File: src/hdl/pva_pkg.sv
// shared types and constants of the polyphonic voice allocator
// event codes, frequency table, payload structs and controller/datapath links
// no dependencies
package pva_pkg;

    // event codes
    localparam logic [3:0] EVT_PRESS   = 4'd9;
    localparam logic [3:0] EVT_RELEASE = 4'd8;

    // register map: word index of each register
    localparam int          APB_ADDR_W        = 3;
    localparam int          APB_DATA_W        = 32;
    localparam logic [0:0]  REG_DUTY_FRACTION = 1'b0;
    localparam logic [7:0]  DUTY_RESET        = 8'd64;

    // tone frequency in whole hertz, never below 8 and never above FREQ_MAX
    localparam int          F_W      = 14;
    localparam int          DEN_W    = F_W + 9;
    localparam int          FREQ_MAX = 12543;

    localparam logic [F_W-1:0] FREQ_TABLE [128] = '{
        14'd8,     14'd8,     14'd9,     14'd9,     14'd10,    14'd10,
        14'd11,    14'd12,    14'd12,    14'd13,    14'd14,    14'd15,
        14'd16,    14'd17,    14'd18,    14'd19,    14'd20,    14'd21,
        14'd23,    14'd24,    14'd25,    14'd27,    14'd29,    14'd30,
        14'd32,    14'd34,    14'd36,    14'd38,    14'd41,    14'd43,
        14'd46,    14'd48,    14'd51,    14'd55,    14'd58,    14'd61,
        14'd65,    14'd69,    14'd73,    14'd77,    14'd82,    14'd87,
        14'd92,    14'd97,    14'd103,   14'd110,   14'd116,   14'd123,
        14'd130,   14'd138,   14'd146,   14'd155,   14'd164,   14'd174,
        14'd184,   14'd195,   14'd207,   14'd220,   14'd233,   14'd246,
        14'd261,   14'd277,   14'd293,   14'd311,   14'd329,   14'd349,
        14'd369,   14'd391,   14'd415,   14'd440,   14'd466,   14'd493,
        14'd523,   14'd554,   14'd587,   14'd622,   14'd659,   14'd698,
        14'd739,   14'd783,   14'd830,   14'd880,   14'd932,   14'd987,
        14'd1046,  14'd1108,  14'd1174,  14'd1244,  14'd1318,  14'd1396,
        14'd1479,  14'd1567,  14'd1661,  14'd1760,  14'd1864,  14'd1975,
        14'd2093,  14'd2217,  14'd2349,  14'd2489,  14'd2637,  14'd2793,
        14'd2959,  14'd3135,  14'd3322,  14'd3520,  14'd3729,  14'd3951,
        14'd4186,  14'd4434,  14'd4698,  14'd4978,  14'd5274,  14'd5587,
        14'd5919,  14'd6271,  14'd6644,  14'd7040,  14'd7458,  14'd7902,
        14'd8372,  14'd8869,  14'd9397,  14'd9956,  14'd10548, 14'd11175,
        14'd11839, 14'd12543
    };

    typedef struct packed {
        logic [3:0] req_type;
        logic [6:0] note_number;
    } pva_in_t;

    typedef struct packed {
        logic        applied;
        logic [2:0]  voice_index;
        logic        write_period;
        logic [15:0] tone_period;
        logic [15:0] high_time;
        logic        led_on;
    } pva_out_t;

    // controller to datapath
    typedef struct packed {
        logic capture;
        logic prep;
        logic start_div;
        logic commit;
    } pva_cmd_t;

    // datapath to controller
    typedef struct packed {
        logic on_ok;
        logic div_done;
        logic out_free;
    } pva_sts_t;

endpackage

File: src/hdl/pva_divider.sv
// iterative restoring divider, one quotient bit per cycle
// no package dependencies
module pva_divider #(
    parameter int NUM_W = 28,
    parameter int DW    = 23
) (
    input  logic             aclk,
    input  logic             aresetn,
    input  logic             start,
    input  logic [NUM_W-1:0] num,
    input  logic [DW-1:0]    den,
    output logic             done,
    output logic [NUM_W-1:0] quot
);

    localparam int CNT_W = (NUM_W > 1) ? $clog2(NUM_W) : 1;

    logic [NUM_W-1:0] q_reg, q_next;
    logic [DW-1:0]    rem_reg, rem_next;
    logic [DW-1:0]    den_reg;
    logic [CNT_W-1:0] cnt_reg;
    logic             run_reg;
    logic             done_reg;
    logic [DW:0]      rem_sh;
    logic [DW:0]      diff;

    always_comb begin
        rem_sh   = {rem_reg, q_reg[NUM_W-1]};
        diff     = rem_sh - {1'b0, den_reg};
        if (!diff[DW]) begin
            rem_next = diff[DW-1:0];
            q_next   = {q_reg[NUM_W-2:0], 1'b1};
        end else begin
            rem_next = rem_sh[DW-1:0];
            q_next   = {q_reg[NUM_W-2:0], 1'b0};
        end
    end

    // control
    always_ff @(posedge aclk) begin
        if (!aresetn) begin
            run_reg  <= 1'b0;
            done_reg <= 1'b0;
            cnt_reg  <= '0;
        end else if (start) begin
            run_reg  <= 1'b1;
            done_reg <= 1'b0;
            cnt_reg  <= '0;
        end else if (run_reg) begin
            cnt_reg <= cnt_reg + CNT_W'(1);
            if (cnt_reg == CNT_W'(NUM_W - 1)) begin
                run_reg  <= 1'b0;
                done_reg <= 1'b1;
            end
        end
    end

    // operands
    always_ff @(posedge aclk) begin
        if (start) begin
            q_reg   <= num;
            rem_reg <= '0;
            den_reg <= den;
        end else if (run_reg) begin
            q_reg   <= q_next;
            rem_reg <= rem_next;
        end
    end

    assign done = done_reg;
    assign quot = q_reg;

endmodule

File: src/hdl/pva_datapath.sv
// voice table, active count, tone arithmetic and result register
// depends on pva_pkg and pva_divider
module pva_datapath #(
    parameter int NUM_VOICES    = 8,
    parameter int PWM_TICK_RATE = 500000
) (
    input  logic              aclk,
    input  logic              aresetn,
    input  pva_pkg::pva_cmd_t cmd,
    output pva_pkg::pva_sts_t sts,
    input  pva_pkg::pva_in_t  s_data,
    input  logic [7:0]        duty,
    output logic              m_valid,
    input  logic              m_ready,
    output pva_pkg::pva_out_t m_data
);

    localparam int VOICE_W = (NUM_VOICES > 1) ? $clog2(NUM_VOICES) : 1;
    localparam int CNT_W   = $clog2(NUM_VOICES + 1);
    localparam longint unsigned TWO_R   = 64'd2 * 64'(PWM_TICK_RATE);
    localparam longint unsigned MAX_NUM = 64'd255 * TWO_R + 64'd256 * 64'(pva_pkg::FREQ_MAX);
    localparam int NUM_W   = $clog2(MAX_NUM + 64'd1);

    // item under work
    logic [3:0] type_reg;
    logic [6:0] note_reg;

    // voice state
    logic [NUM_VOICES-1:0] busy_reg, busy_next;
    logic [6:0]            note_mem [NUM_VOICES];
    logic [CNT_W-1:0]      active_count_reg, active_count_next;
    logic                  led_reg, led_next;

    // divider operands
    logic [NUM_W-1:0]          pnum_reg, hnum_reg;
    logic [pva_pkg::DEN_W-1:0] pden_reg, hden_reg;
    logic [NUM_W-1:0]          pquot, hquot;
    logic                      pdone, hdone;
    logic [pva_pkg::F_W-1:0]   freq;

    // search results
    logic               free_found, hit_found;
    logic [VOICE_W-1:0] free_idx, hit_idx;
    logic               take, release_v;
    logic [CNT_W-1:0]   cnt_inc, cnt_dec;

    logic              out_valid_reg;
    pva_pkg::pva_out_t out_reg, out_next;

    // lowest-numbered free voice and lowest-numbered voice holding the note
    always_comb begin
        free_found = 1'b0;
        free_idx   = '0;
        hit_found  = 1'b0;
        hit_idx    = '0;
        for (int v = NUM_VOICES - 1; v >= 0; v--) begin
            if (!busy_reg[v]) begin
                free_found = 1'b1;
                free_idx   = VOICE_W'(v);
            end
            if (busy_reg[v] && note_mem[v] == note_reg) begin
                hit_found = 1'b1;
                hit_idx   = VOICE_W'(v);
            end
        end
    end

    assign take      = (type_reg == pva_pkg::EVT_PRESS) && free_found;
    assign release_v = (type_reg == pva_pkg::EVT_RELEASE) && hit_found;
    assign cnt_inc   = active_count_reg + CNT_W'(1);
    assign cnt_dec   = (active_count_reg != '0) ? active_count_reg - CNT_W'(1) : '0;

    always_ff @(posedge aclk) begin
        if (cmd.capture) begin
            type_reg <= s_data.req_type;
            note_reg <= s_data.note_number;
        end
    end

    // operands: period = (2r + f) / 2f, high = (2dr + 256f) / 512f
    assign freq = pva_pkg::FREQ_TABLE[note_reg];

    always_ff @(posedge aclk) begin
        if (cmd.prep) begin
            pnum_reg <= NUM_W'(TWO_R) + NUM_W'(freq);
            pden_reg <= pva_pkg::DEN_W'({freq, 1'b0});
            hnum_reg <= NUM_W'(NUM_W'(duty) * NUM_W'(TWO_R)) + NUM_W'({freq, 8'd0});
            hden_reg <= {freq, 9'd0};
        end
    end

    pva_divider #(.NUM_W(NUM_W), .DW(pva_pkg::DEN_W)) u_period_div (
        .aclk    (aclk),
        .aresetn (aresetn),
        .start   (cmd.start_div),
        .num     (pnum_reg),
        .den     (pden_reg),
        .done    (pdone),
        .quot    (pquot)
    );

    pva_divider #(.NUM_W(NUM_W), .DW(pva_pkg::DEN_W)) u_high_div (
        .aclk    (aclk),
        .aresetn (aresetn),
        .start   (cmd.start_div),
        .num     (hnum_reg),
        .den     (hden_reg),
        .done    (hdone),
        .quot    (hquot)
    );

    // state update and result
    always_comb begin
        busy_next         = busy_reg;
        active_count_next = active_count_reg;
        led_next          = led_reg;
        out_next          = '0;
        if (take) begin
            busy_next[free_idx]  = 1'b1;
            active_count_next    = cnt_inc;
            if (int'(cnt_inc) >= 2) begin
                led_next = 1'b1;
            end
            out_next.applied      = 1'b1;
            out_next.voice_index  = 3'(free_idx);
            out_next.write_period = 1'b1;
            out_next.tone_period  = (|pquot[NUM_W-1:16]) ? 16'hFFFF : pquot[15:0];
            out_next.high_time    = (|hquot[NUM_W-1:16]) ? 16'hFFFF : hquot[15:0];
        end else if (release_v) begin
            busy_next[hit_idx]   = 1'b0;
            active_count_next    = cnt_dec;
            if (int'(cnt_dec) <= 1) begin
                led_next = 1'b0;
            end
            out_next.applied     = 1'b1;
            out_next.voice_index = 3'(hit_idx);
        end
        out_next.led_on = led_next;
    end

    always_ff @(posedge aclk) begin
        if (!aresetn) begin
            busy_reg         <= '0;
            active_count_reg <= '0;
            led_reg          <= 1'b0;
        end else if (cmd.commit) begin
            busy_reg         <= busy_next;
            active_count_reg <= active_count_next;
            led_reg          <= led_next;
        end
    end

    always_ff @(posedge aclk) begin
        if (cmd.commit && take) begin
            note_mem[free_idx] <= note_reg;
        end
    end

    // result register
    always_ff @(posedge aclk) begin
        if (!aresetn) begin
            out_valid_reg <= 1'b0;
        end else if (cmd.commit) begin
            out_valid_reg <= 1'b1;
        end else if (m_ready) begin
            out_valid_reg <= 1'b0;
        end
    end

    always_ff @(posedge aclk) begin
        if (cmd.commit) begin
            out_reg <= out_next;
        end
    end

    assign m_valid      = out_valid_reg;
    assign m_data       = out_reg;
    assign sts.on_ok    = take;
    assign sts.div_done = pdone & hdone;
    assign sts.out_free = !out_valid_reg || m_ready;

    a_count_matches_busy: assert property (@(posedge aclk) disable iff (!aresetn)
        int'(active_count_reg) == $countones(busy_reg))
        else $error("active count differs from busy voices");

    a_led_tracks_count: assert property (@(posedge aclk) disable iff (!aresetn)
        led_reg == (int'(active_count_reg) >= 2))
        else $error("led state differs from active count");

    a_commit_slot_free: assert property (@(posedge aclk) disable iff (!aresetn)
        cmd.commit |-> (!out_valid_reg || m_ready))
        else $error("result overwritten before transaction");

    a_period_only_applied: assert property (@(posedge aclk) disable iff (!aresetn)
        out_valid_reg && out_reg.write_period |-> out_reg.applied)
        else $error("period written without an applied voice");

endmodule

File: src/hdl/pva_ctrl.sv
// sequencer for the voice allocator: capture, operand set-up, divide, commit
// depends on pva_pkg
module pva_ctrl (
    input  logic              aclk,
    input  logic              aresetn,
    input  logic              s_valid,
    output logic              s_ready,
    input  pva_pkg::pva_sts_t sts,
    output pva_pkg::pva_cmd_t cmd
);

    localparam logic [2:0] ST_IDLE   = 3'd0;
    localparam logic [2:0] ST_DECIDE = 3'd1;
    localparam logic [2:0] ST_START  = 3'd2;
    localparam logic [2:0] ST_DIVIDE = 3'd3;
    localparam logic [2:0] ST_FINISH = 3'd4;

    logic [2:0] state_reg, state_next;

    always_comb begin
        state_next = state_reg;
        cmd        = '0;
        case (state_reg)
            ST_IDLE: begin
                if (s_valid) begin
                    cmd.capture = 1'b1;
                    state_next  = ST_DECIDE;
                end
            end
            ST_DECIDE: begin
                if (sts.on_ok) begin
                    cmd.prep   = 1'b1;
                    state_next = ST_START;
                end else begin
                    state_next = ST_FINISH;
                end
            end
            ST_START: begin
                cmd.start_div = 1'b1;
                state_next    = ST_DIVIDE;
            end
            ST_DIVIDE: begin
                if (sts.div_done) begin
                    state_next = ST_FINISH;
                end
            end
            ST_FINISH: begin
                if (sts.out_free) begin
                    cmd.commit = 1'b1;
                    state_next = ST_IDLE;
                end
            end
            default: begin
                state_next = ST_IDLE;
            end
        endcase
    end

    always_ff @(posedge aclk) begin
        if (!aresetn) begin
            state_reg <= ST_IDLE;
        end else begin
            state_reg <= state_next;
        end
    end

    assign s_ready = (state_reg == ST_IDLE);

endmodule

File: src/hdl/polyphonic_voice_allocator.sv
// polyphonic voice allocator, first free voice; depends on pva_pkg, pva_ctrl, pva_datapath
// note on: capture, operand set-up, bit-serial divide, commit once the result slot is free;
//   NUM_W = bits of 510 * PWM_TICK_RATE + 256 * 12543 (28 by default), the divider width
// note off and ignored codes: capture, decide, commit once the result slot is free
// one event in flight; next taken the cycle after commit
// synchronous active-low reset frees every voice, clears count and led, duty back to 64
module polyphonic_voice_allocator #(
    parameter int NUM_VOICES    = 8,
    parameter int PWM_TICK_RATE = 500000
) (
    input  logic                             aclk,
    input  logic                             aresetn,
    // event input
    input  logic                             s_valid,
    output logic                             s_ready,
    input  pva_pkg::pva_in_t                 s_data,
    // result output
    output logic                             m_valid,
    input  logic                             m_ready,
    output pva_pkg::pva_out_t                m_data,
    // register port
    input  logic                             psel,
    input  logic                             penable,
    input  logic                             pwrite,
    input  logic [pva_pkg::APB_ADDR_W-1:0]   paddr,
    input  logic [pva_pkg::APB_DATA_W-1:0]   pwdata,
    output logic [pva_pkg::APB_DATA_W-1:0]   prdata,
    output logic                             pready
);

    logic [7:0]        duty_reg;
    logic              reg_hit;
    pva_pkg::pva_cmd_t cmd;
    pva_pkg::pva_sts_t sts;

    // register decode: word index sits above the byte offset
    assign reg_hit = (paddr[pva_pkg::APB_ADDR_W-1:2] == pva_pkg::REG_DUTY_FRACTION);

    // duty written on the access phase of a write transaction
    always_ff @(posedge aclk) begin
        if (!aresetn) begin
            duty_reg <= pva_pkg::DUTY_RESET;
        end else if (psel && penable && pwrite && pready && reg_hit) begin
            duty_reg <= pwdata[7:0];
        end
    end

    // no wait states
    assign pready = 1'b1;
    assign prdata = reg_hit ? {{(pva_pkg::APB_DATA_W - 8){1'b0}}, duty_reg} : '0;

    // sequencer
    pva_ctrl u_ctrl (
        .aclk    (aclk),
        .aresetn (aresetn),
        .s_valid (s_valid),
        .s_ready (s_ready),
        .sts     (sts),
        .cmd     (cmd)
    );

    // voice table, dividers and result register
    pva_datapath #(
        .NUM_VOICES    (NUM_VOICES),
        .PWM_TICK_RATE (PWM_TICK_RATE)
    ) u_datapath (
        .aclk    (aclk),
        .aresetn (aresetn),
        .cmd     (cmd),
        .sts     (sts),
        .s_data  (s_data),
        .duty    (duty_reg),
        .m_valid (m_valid),
        .m_ready (m_ready),
        .m_data  (m_data)
    );

endmodule
File: config.mk
export PLATFORM = sky130hd
export DESIGN_NAME = polyphonic_voice_allocator
export DESIGN_NICKNAME = d
export VERILOG_FILES = /design/src/hdl/pva_pkg.sv /design/src/hdl/pva_divider.sv /design/src/hdl/pva_datapath.sv /design/src/hdl/pva_ctrl.sv /design/src/hdl/polyphonic_voice_allocator.sv
export SDC_FILE = /design/constraint.sdc
export NUM_CORES = 1
export LEC_CHECK = 0
export BUFFER_PORTS_ARGS = -buffer_cell sky130_fd_sc_hd__buf_2
export CORE_MARGIN = 5
export CORE_UTILIZATION = 51
export CTS_CLUSTER_DIAMETER = 200
export CTS_CLUSTER_SIZE = 16
export DETAILED_ROUTE_END_ITERATION = 6
export PLACE_DENSITY_LB_ADDON = 0.05
export SETUP_SLACK_MARGIN = 0.3
export SLEW_MARGIN = 10
export SYNTH_ARGS = -nofsm -noshare
export SYNTH_HDL_FRONTEND = slang
export SYNTH_SLANG_ARGS = --single-unit
File: constraint.sdc
create_clock -name aclk -period 8.6 [get_ports aclk]
set_input_delay 1.29 -clock aclk [delete_from_list [all_inputs] [get_ports aclk]]
set_output_delay 1.29 -clock aclk [all_outputs]
set_load 0.01 [all_outputs]
==> impl_metrics.tcl <==
set metrics [dict create \
    status "complete, no violations" \
    slowest_stage "edfxtp_1" \
    antenna_found_initial 0 \
    synthToLayoutAreaGrowth_pct 7.28 \
    p_leak_nw 7.47 \
    synth-async-reset-ratio_pct 0 \
    cts_tree "yes" \
    die_area_sq_mm 0.0383 \
    insertion_delay_ps 550 \
    cp.required_ps 8880 \
    diodes 0 \
    gr-total-overflow 0 \
    gp_congestion 0.884 \
    portBuffers 74 \
    drcViolationCount 0 \
    synthAdderAreaFrac_pct 9.97 \
    ys.flop_type "edfxtp_1" \
    fin_setup_tns_ps 0 \
    cpLargestDelayFamily "compound AO/OA/AOI/OAI gates" \
    start_util_pct 51.3 \
    synth_top_family_by_area "simple AND/OR/NAND/NOR gates" \
    synth-simple-area-share_pct 15.7 \
    max_freq_mhz 180 \
    drive_gt1_share_pct 8.42 \
    synth_edf_count 221 \
    postSynthCellCount 1742 \
    cts_resized 0 \
    finalClockSkew_ps 28.5 \
    hold_class "reg -> reg" \
    setup_viol 0 \
    clockBufferDepth 3 \
    worst-setup-path-type "reg -> reg" \
    crit_path_max_incr_delay_ps 1080 \
    start_kind "flip-flop" \
    worstPathMaxFanout 34 \
    dp_hpwl_mm 25.6 \
    track_usage_pct 18.8 \
    cts_max_level 1 \
    power.sequential.fraction_pct 43.6 \
    netSwitchingPower_w 0.00152 \
    relSlewSlack_pct 21.6 \
    grt_util_met1_pct 27.6 \
    place_ws_ps 2940 \
    cts.sinks 306 \
    p_comb_share_pct 33.8 \
    num-fill-cells 3057 \
    synth-xor-area-share_pct 6.43 \
    p_per_area_mw_per_mm2 239 \
    grt_pass1_vias 11700 \
    synth-compound-area-share_pct 12.1 \
    path_cells "nand2b_1, a21boi_0, mux2_2, nor2_1, a211oi_1, a21oi_1, a21oi_1, ha_1, a211oi_1, o21a_1, o31ai_1, o31a_1, and4_1, a2111oi_0, nor2b_1, xor2_1" \
    die_w_um 196 \
    syn_area_sq_mm 0.0176 \
    use_met2_pct 30.5 \
    ys_warn_count 0 \
    syn_area_per_cell_sq_um 10.1 \
    rsz0062_at_grt "no" \
    root_buffer "clkbuf_16" \
    grt_pass1_wl_mm 60.0 \
    largest_reg_flops 56 \
    largest_register "u_datapath.note_mem" \
    maxCapViolCount 0 \
    cts_hold_buf 0 \
    path_buf_inv 0 \
    fin_ws_ps 3040 \
    ir_drop_uv 195 \
    clk_pin_slew_ps 80 \
    worst_pin_slew_ps 1170 \
    met3_usage_pct 2.14 \
    num-nets-final 1958 \
    clkPwrFrac_pct 22.6 \
    yosysSeqAreaShare_pct 47.4 \
    cts_setup_buffers 0 \
    drtIter0Drc 844 \
    p_total_w 0.00451 \
    core_sq_mm 0.0343 \
    ant_nets 0 \
    muxShareOfSynthArea_pct 3.30 \
    grt_max_degree 70 \
    drtPass1Iterations 7 \
    power.internal_w 0.00299 \
    cts-buffers-inserted 23 \
    whs_ps 412 \
    hold_viol 0 \
    io-pin-count 126 \
    dr_total_vias 12300 \
    dieHeight_um 196 \
    slew_viol_final 0 \
    yosysUniqueCellTypes 85 \
    cp_data_arrival_time_ps 5840 \
    via_per_inst 5.49 \
    fin_crit_sh_pct 64.7 \
    crit_path_end_kind "flip-flop" \
    synth_seq_cells 306 \
    finalWirelength_mm 36.6 \
    num_rows 68 \
    gr-max-usage-layer "met2" \
    wl_per_cell_um 16.3 \
    fin_crit_ps 5560 \
    power_switching_share_pct 33.7 \
]
## synthesized netlist by cell type (all sizes together) (4+ instances only)
| cell | instances | area share (%) |
|---|---|---|
| ha | 108 | 7.7 |
| nor3 | 41 | 1.2 |
| mux2i | 41 | 2.3 |
| o21ai | 92 | 2.6 |
| dfxtp | 85 | 9.7 |
| a211oi | 14 | 0.60 |
| o21bai | 4 | 0.17 |
| o31ai | 8 | 0.34 |
| a2111oi | 4 | 0.23 |
| o211ai | 8 | 0.34 |
| a211o | 5 | 0.25 |
| nor2b | 25 | 0.89 |
| nand4 | 22 | 0.78 |
| a21oi | 102 | 2.9 |
| edfxtp | 221 | 38 |
| nor2 | 185 | 4.0 |
| mux2 | 9 | 0.58 |
| nor4 | 14 | 0.58 |
| nand3 | 28 | 0.80 |
| o21ba | 4 | 0.23 |
| xor2 | 31 | 1.5 |
| and3 | 5 | 0.18 |
| inv | 93 | 2.0 |
| fa | 20 | 2.3 |
| xnor2 | 98 | 4.9 |
| clkbuf | 53 | 1.1 |
| o22ai | 5 | 0.18 |
| o2111ai | 5 | 0.28 |
| a21o | 13 | 0.56 |
| a31oi | 11 | 0.46 |
| o31a | 4 | 0.20 |
| nand4b | 4 | 0.20 |
| and2 | 24 | 0.87 |
| or3 | 14 | 0.56 |
| buf | 50 | 1.9 |
| a21boi | 12 | 0.51 |
| nand2b | 18 | 0.64 |
| nand2 | 195 | 4.2 |
| o21a | 14 | 0.60 |
## power groups by stage
stage / sequential, W / combinational [W] / clock [W]
finish: 0.00197 / 0.00152 / 0.00102
global route: 0.00199 / 0.00171 / 0.00111
CTS: 0.00197 / 0.00153 / 0.00106
detailed placement: 0.00200 / 0.00152 / 0
global placement: 0.00200 / 0.00149 / 0
floorplan: 0.00196 / 0.00126 / 0
## logic make-up after synthesis
kind of cell / Yosys count
and+or+nand+nor: 593
adders and majority gates: 128
buffers and inverters: 198
other: 2
muxes: 53
DFF: 306
AOI/OAI and AO/OA: 333
xor gates and xnor gates: 129
## metal layers
layer | up-vias | part of all wire (%)
met5 | - | 0
met4 | 0 | 1.5
met3 | 41 | 4.0
met2 | 235 | 46
met1 | 5894 | 49
li1 | 6178 | -
## placed cells by master (no fill, tap or decap), types with 5 or more instances in the layout
cell / n
conb_1: 27
a211oi_1: 14
mux2i_1: 41
and3_1: 5
clkbuf_1: 17
and2_1: 23
a21o_1: 13
nor3_1: 41
o22ai_1: 5
o21ai_1: 7
o31ai_1: 8
xnor2_1: 98
inv_1: 92
edfxtp_1: 221
o211ai_1: 8
a21oi_1: 101
dfxtp_1: 85
nor2_1: 185
a31oi_1: 9
nor4_1: 13
nand2_1: 193
clkbuf_16: 23
mux2_2: 9
o21a_1: 14
nand4_1: 22
buf_4: 14
nor2b_1: 25
a21boi_0: 12
or3_1: 12
ha_1: 108
o21ai_0: 85
xor2_1: 31
a211o_1: 5
buf_2: 74
fa_1: 20
nand3_1: 28
nand2b_1: 18
## final cells by class
class / instances / area (sq um) / area share [%]
clock inverter: 2 / 25.0 / 0.133
inverter: 95 / 357 / 1.89
timing repair buffer: 88 / 475 / 2.52
sequential: 306 / 8340 / 44.2
tap: 455 / 569 / 3.02
clock buffer: 40 / 639 / 3.39
multi-input combinational: 1263 / 8450 / 44.8
## stage by stage
stage | std cells | utilization (%) | instance area, sq um
5_1_grt | 2249 | 55.0 | 18900
4_1_cts | 2249 | 55.0 | 18900
3_3_place_gp | 2207 | 53.1 | 18200
3_5_place_dp | 2207 | 53.1 | 18200
2_1_floorplan | 1767 | - | 17700
6_report | 2249 | 55.0 | 18900
## final timing paths
path	from	end	slack [ps]	cells after the start
max reg2reg	u_datapath.note_reg[2]$_DFFE_PP_	u_datapath.hnum_reg[23]$_DFFE_PP_	3040	16
min reg2reg	u_datapath.pden_reg[10]$_DFFE_PP_	u_datapath.u_high_div.den_reg[18]$_DFFE_PP_	410	0
min	u_datapath.pden_reg[10]$_DFFE_PP_	u_datapath.u_high_div.den_reg[18]$_DFFE_PP_	410	0
max	u_datapath.note_reg[2]$_DFFE_PP_	u_datapath.hnum_reg[23]$_DFFE_PP_	3040	16
## worst register-to-register path, stage by stage (launching register included)
cell and delay (ps):
edfxtp_1 1080, nand2b_1 240, a21boi_0 610, mux2_2 300
nor2_1 40, a211oi_1 230, a21oi_1 70, a21oi_1 340
ha_1 310, a211oi_1 360, o21a_1 220, o31ai_1 120
o31a_1 300, and4_1 210, a2111oi_0 530, nor2b_1 160
xor2_1 200
Power figures use the tool's default switching activity.
